<file path="src/design/mbe_pkg.sv">
// ----------------------------------------------------------------------------
// Mandelbrot escape-time package
// Shared widths, register indexes, reset values and the command and status
// bundles that join the controller to the datapath.
// ----------------------------------------------------------------------------
`default_nettype none

package mbe_pkg;

   // Fixed widths of the register file and the iteration count.
   localparam int REG_BITS       = 32;
   localparam int COUNT_BITS     = 16;
   localparam int CSR_INDEX_BITS = 3;

   // Width of one operand slice of the shared multipliers.
   localparam int LIMB_BITS = 32;

   // Register indexes on the configuration channel.
   localparam logic [CSR_INDEX_BITS-1:0] CSR_MAX_ITERATIONS = 3'd0;
   localparam logic [CSR_INDEX_BITS-1:0] CSR_X_ORIGIN       = 3'd1;
   localparam logic [CSR_INDEX_BITS-1:0] CSR_X_STEP         = 3'd2;
   localparam logic [CSR_INDEX_BITS-1:0] CSR_Y_ORIGIN       = 3'd3;
   localparam logic [CSR_INDEX_BITS-1:0] CSR_Y_STEP         = 3'd4;

   // Register values after reset: limit 1000, origin -2.0, step 1/256.
   localparam logic [COUNT_BITS-1:0]      MAX_ITERATIONS_RESET = 16'd1000;
   localparam logic signed [REG_BITS-1:0] ORIGIN_RESET         = 32'shE000_0000;
   localparam logic signed [REG_BITS-1:0] STEP_RESET           = 32'sh0010_0000;

   // Commands from the controller to the datapath.
   typedef struct packed {
      logic capture;    // latch the pixel indexes of an accepted request
      logic init_c;     // form c and take it as the first z
      logic load_mag;   // take |x|, |y| and signs, clear the accumulators
      logic mul_step;   // accumulate one set of partial products
      logic advance;    // commit the next z and bump the count
      logic emit;       // load the result register
   } mbe_cmd_type;

   // Status from the datapath to the controller.
   typedef struct packed {
      logic big;        // a component of z is at least 2.0
      logic mul_last;   // current partial product is the last one
      logic stop;       // |z|^2 reached 4.0 or the count reached its limit
   } mbe_status_type;

endpackage

`default_nettype wire

</file>
<file path="src/design/mbe_ctrl.sv">
// ----------------------------------------------------------------------------
// Mandelbrot escape-time controller
// Sequences one pixel at a time through seeding, magnitude test, multiply and
// escape check, and owns the valid flag of the result register.
// ----------------------------------------------------------------------------
`default_nettype none

module mbe_ctrl
   import mbe_pkg::*;
(
   input  wire logic           clock,
   input  wire logic           reset,
   input  wire logic           req_tvalid,
   output logic                req_tready,
   output logic                rsp_tvalid,
   input  wire logic           rsp_tready,
   input  wire mbe_status_type status,
   output mbe_cmd_type         cmd
);

   localparam logic [2:0] S_IDLE  = 3'd0;
   localparam logic [2:0] S_INIT  = 3'd1;
   localparam logic [2:0] S_TEST  = 3'd2;
   localparam logic [2:0] S_MUL   = 3'd3;
   localparam logic [2:0] S_CHECK = 3'd4;
   localparam logic [2:0] S_DONE  = 3'd5;

   logic [2:0] state_ff;
   logic [2:0] state_in;
   logic       rsp_valid_ff;
   logic       rsp_valid_in;

   // Next state and commands.
   always_comb begin
      state_in     = state_ff;
      cmd          = '0;
      req_tready   = 1'b0;
      rsp_valid_in = rsp_valid_ff & ~rsp_tready;
      case (state_ff)
         S_IDLE: begin
            req_tready = 1'b1;
            if (req_tvalid) begin
               cmd.capture = 1'b1;
               state_in    = S_INIT;
            end
         end
         S_INIT: begin
            cmd.init_c = 1'b1;
            state_in   = S_TEST;
         end
         S_TEST: begin
            cmd.load_mag = 1'b1;
            state_in     = status.big ? S_DONE : S_MUL;
         end
         S_MUL: begin
            cmd.mul_step = 1'b1;
            if (status.mul_last) begin
               state_in = S_CHECK;
            end
         end
         S_CHECK: begin
            if (status.stop) begin
               state_in = S_DONE;
            end else begin
               cmd.advance = 1'b1;
               state_in    = S_TEST;
            end
         end
         S_DONE: begin
            // The result register takes the item once it is empty or draining.
            if (!rsp_valid_ff || rsp_tready) begin
               cmd.emit     = 1'b1;
               rsp_valid_in = 1'b1;
               state_in     = S_IDLE;
            end
         end
         default: begin
            state_in = S_IDLE;
         end
      endcase
   end

   // State and result-valid registers.
   always_ff @(posedge clock) begin
      if (reset) begin
         state_ff     <= S_IDLE;
         rsp_valid_ff <= 1'b0;
      end else begin
         state_ff     <= state_in;
         rsp_valid_ff <= rsp_valid_in;
      end
   end

   assign rsp_tvalid = rsp_valid_ff;

endmodule

`default_nettype wire

</file>
<file path="config.mk">
export PLATFORM = sky130hd
export DESIGN_NAME = mbe_ctrl
export DESIGN_NICKNAME = d
export VERILOG_FILES = /design/src/design/mbe_pkg.sv /design/src/design/mbe_ctrl.sv
export SDC_FILE = /design/constraint.sdc
export NUM_CORES = 1
export LEC_CHECK = 0
export BUFFER_PORTS_ARGS = -buffer_cell sky130_fd_sc_hd__buf_2
export CAP_MARGIN = 40
export CORE_AREA = 8 8 45 47
export CTS_CLUSTER_DIAMETER = 30
export DETAILED_ROUTE_END_ITERATION = 8
export DIE_AREA = 0 0 53 55
export PLACE_DENSITY_LB_ADDON = 0.05
export SLEW_MARGIN = 20
export SYNTH_ARGS = -nofsm -noshare
export SYNTH_HDL_FRONTEND = slang
export SYNTH_SLANG_ARGS = --single-unit
</file>
<file path="constraint.sdc">
create_clock -name clock -period 1.47 [get_ports clock]
set_clock_uncertainty 0.1 [all_clocks]
set_input_delay 0.441 -clock clock [delete_from_list [all_inputs] [get_ports clock]]
set_output_delay 0.441 -clock clock [all_outputs]
set_load 0.02 [all_outputs]
</file>
## After elaboration in Yosys (flattened, before gate mapping)

Index checks and enable logic that the tools add are counted.

- Multiplexer cells: 18
- Equality and inequality tests: 8
- Bitwise operators: 2
- Reductions and logical operators: 4

Operators with widths:

| cell | count |
|---|---|
| $pmux W3 S6 | 1 |
| $mux W3 | 5 |
| $mux W1 | 12 |
| $eq A3 B2 Y1 const B | 2 |
| $eq A3 B3 Y1 const B | 2 |
| $ne A2 B2 Y1 const B | 3 |
| $eq A3 B1 Y1 const B | 1 |
| $logic_not A3 Y1 | 1 |
| $reduce_and A3 Y1 | 1 |
| $and A1 B1 Y1 | 1 |
| $logic_not A1 Y1 | 1 |
| $logic_or A1 B1 Y1 | 1 |
| $not A1 Y1 | 1 |

- Flip-flop bits (word level): 4
- Logic and storage cells: 34

## Longest topological paths before layout

- Depth in word-level cells: 4
- Mapped depth: 5
- Depth with buffers taken out: 4

## Worst setup path before layout

Ideal clock, no wire load.

- Path kind: register to output
- From: register state_ff[0]
- To: output port cmd[5] (netlist name)
- Slack: -0.377 ns
- Stages on the path, launching flop included: 4
- Required time: 0.929 ns
- Arrival: 1.306 ns
- Path through: dfxtp_1 buf_6 nor3_1 and2_1

RTL lines:

| what | RTL line | text |
|---|---|---|
| from (decl) | mbe_ctrl.sv:28 | `logic [2:0] state_ff;` |
| from (signal assigned) | mbe_ctrl.sv:89 | `state_ff <= state_in;` |
| to (decl) | mbe_ctrl.sv:18 | `output mbe_cmd_type cmd` |

==> impl_metrics.py <==
metrics = {
    "status": {
        "status": "finished, violations left",
        "violations": "negative setup slack",
    },
    "critical_path": {
        "r2r-end": "state_ff[2]",
        "cp-end-kind": "output port",
        "r2r_setup_slack_ns": 0.17,
        "ff2ff_path_depth": 6,
        "start_kind": "flop",
        "timing.rr.start": "state_ff[2]",
        "crit_type": "flop to output port",
        "crit_required_ns": 0.93,
        "crit_fanout": 5,
        "cp.arrival_ns": 1.06,
    },
    "clock_tree": {
        "cts_root_buf": "clkbuf_4",
        "numCtsBuffers": 3,
        "hold_buffers": 0,
        "clock_sinks": 4,
        "clock_latency_ns": 0.23,
        "clkTransAtPathRegs_ns": 0.04,
        "clockBufferDepth": 2,
        "tritoncts": "yes",
        "htreeDepth": 1,
    },
    "timing": {
        "fin_ws_ns": -0.134,
        "max_slew_margin": 0.825,
        "maxSlewViolCount": 0,
        "period_share": 1.09,
        "worstMarginPinSlew_ns": 0.262,
        "rsz0062_at_grt": "true",
        "setup_viol": 7,
        "fmax_mhz": 624,
        "fin_crit_ns": 1.60,
        "tns_ns": -0.694,
        "hold_viol_final": 0,
    },
    "logic_synthesis": {
        "syn_nets": 44,
        "synth.top_cell.area_share": 0.245,
        "synthDistinctLibCells": 21,
        "synth.cell_area_um2": 327,
        "synth_warnings": 0,
        "synth_area_leader_cell": "dfxtp_1",
        "ys_seq_elements": 4,
        "synth_area_leaders": "dfxtp_1 25%, buf_6 6.9%, nor2_1 6.9%, nor4_4 6.5%, nand3b_4 6.1%",
        "yosysSeqAreaShare": 0.245,
        "synthCells": 37,
        "synth.avg_cell_area_um2": 8.83,
    },
    "floorplan": {
        "die_w_um": 53,
        "fp.dieH_um": 55,
        "initial_utilization": 0.236,
        "core_area_um2": 1380,
        "pin_count": 15,
        "rows": 14,
        "dieArea_um2": 2920,
    },
    "power": {
        "leakage_nw": 0.300,
        "vdd_drop_max_mv": 0.379,
        "power_density_nw_per_um2": 862,
    },
    "run": {
        "drv_cap": 0,
    },
    "finish": {
        "antenna_cells": 0,
        "layout.nets": 76,
        "drive_gt1_frac": 0.746,
        "nFillCells": 151,
        "layout_commonest_cell": "buf_4",
        "regArea_um2": 91.3,
        "syn_to_final_growth_pct": 96.2,
        "multiInputGateArea_um2": 258,
        "final_area_um2": 641,
        "final_cell_mix": "14 x buf_4, 9 x buf_6, 7 x buf_2",
    },
    "grt": {
        "grt_pass1_wl_um": 1460,
        "grt_pass1_vias": 348,
        "grt_max_degree": 8,
        "track_usage": 0.0700,
        "grt_overflow": 0,
        "antenna_found_initial": 0,
    },
    "routing": {
        "viasPerCell": 4.51,
        "routed_wl_um": 953,
        "dr.pass1.iters": 1,
        "wl_per_cell_um": 11.5,
        "drtIter0Drc": 0,
        "drc": 0,
        "routed-via-count": 374,
        "postRouteAntennaNets": 0,
    },
    "placement": {
        "place.gp.congestion": 0.652,
        "port_buffers": 14,
        "hpwl_um": 752,
        "place_area_um2": 485,
    },
    "hold_path": {
        "min_to": "state_ff[1]",
        "holdCritPathClass": "input port to flop",
        "holdCritStartpoint": "reset",
        "hold_path_depth": 2,
    },
}
==> how the worst max path moves through the flow <==
| stage | endpoint | from | slack, ns |
|---|---|---|---|
| floorplan | cmd[5] | state_ff[2] | -0.08 |
| global placement | cmd[4] | state_ff[0] | -0.04 |
| detailed placement | cmd[0] | state_ff[2] | -0.07 |
| CTS | cmd[1] | state_ff[0] | -0.15 |
| global route | cmd[1] | state_ff[0] | -0.18 |
| finish | cmd[1] | state_ff[0] | -0.13 |
==> critical path, cell delays in order (launching register included) <==
cell	delay (ns)
dfxtp_4	0.37
buf_6	0.14
nor3_4	0.19
buf_6	0.14
==> per-stage QoR <==
| stage | hold slack, ns | power (mW) | util | worst slack, ns | instances |
|---|---|---|---|---|---|
| 5_1_grt | 0.320 | 0.588 | 0.463 | -0.177 | 83 |
| 4_1_cts | 0.310 | 0.523 | 0.426 | -0.150 | 80 |
| 2_1_floorplan | 0.410 | 0.271 | - | -0.0773 | 37 |
| 3_5_place_dp | 0.486 | 0.342 | 0.351 | -0.0689 | 75 |
| 6_report | 0.316 | 0.552 | 0.463 | -0.134 | 83 |
| 3_3_place_gp | 0.468 | 0.341 | 0.351 | -0.0374 | 75 |
==> synthesized netlist by cell type, drive strengths merged <==
master / n
dfxtp: 4
nand3b: 1
nor4: 1
nor3: 3
buf: 3
inv: 2
o32ai: 1
a211oi: 1
nand2b: 3
nor2: 7
and4bb: 1
nand3: 1
nor2b: 2
and2: 1
a21oi: 3
o21ai: 2
o21ba: 1
==> area by class of cell <==
| type | count | share of cell area |
|---|---|---|
| Timing Repair Buffer | 30 | 0.377 |
| Clock buffer | 3 | 0.0352 |
| Tap cell | 16 | 0.0313 |
| Multi-Input combinational cell | 28 | 0.402 |
| Sequential cell | 4 | 0.143 |
| Inverter | 2 | 0.0117 |
==> registers in the layout (all words and copies together) (netlist names) <==
name,flops
state_ff,3
rsp_tvalid,1
==> per-layer routing <==
| layer | share of wire | up-vias | track usage |
|---|---|---|---|
| met1 | 0.39 | 171 | 0.0655 |
| met3 | 0.081 | 2 | 0.0241 |
| met2 | 0.52 | 11 | 0.113 |
| li1 | - | 190 | - |
| met5 | 0 | - | 0 |
| met4 | 0.0084 | 0 | 0.0776 |
==> logic make-up (layout without fill, tap and decap cells) <==
kind of cell,after synthesis,in the layout,share of synthesized area
flip-flops,4,4,0.245
buffers and inverters,5,35,0.115
AND/OR/NAND/NOR,20,20,0.467
AO/OA/AOI/OAI,8,8,0.172
==> report_power, final <==
part | internal, mW | leakage (nW) | switching [mW]
logic | 0.159 | 0.251 | 0.113
clock network | 0.0911 | 0.0138 | 0.0411
registers | 0.121 | 0.0348 | 0.0272
==> what timing repair did <==
item                       in CTS  in global routing
resized for setup              22                  8
pin swaps                       3                  4
buffers inserted                2                  3
setup endpoints to repair       7                  8
cloned                          0                  0
Power figures use the tool's default switching activity.
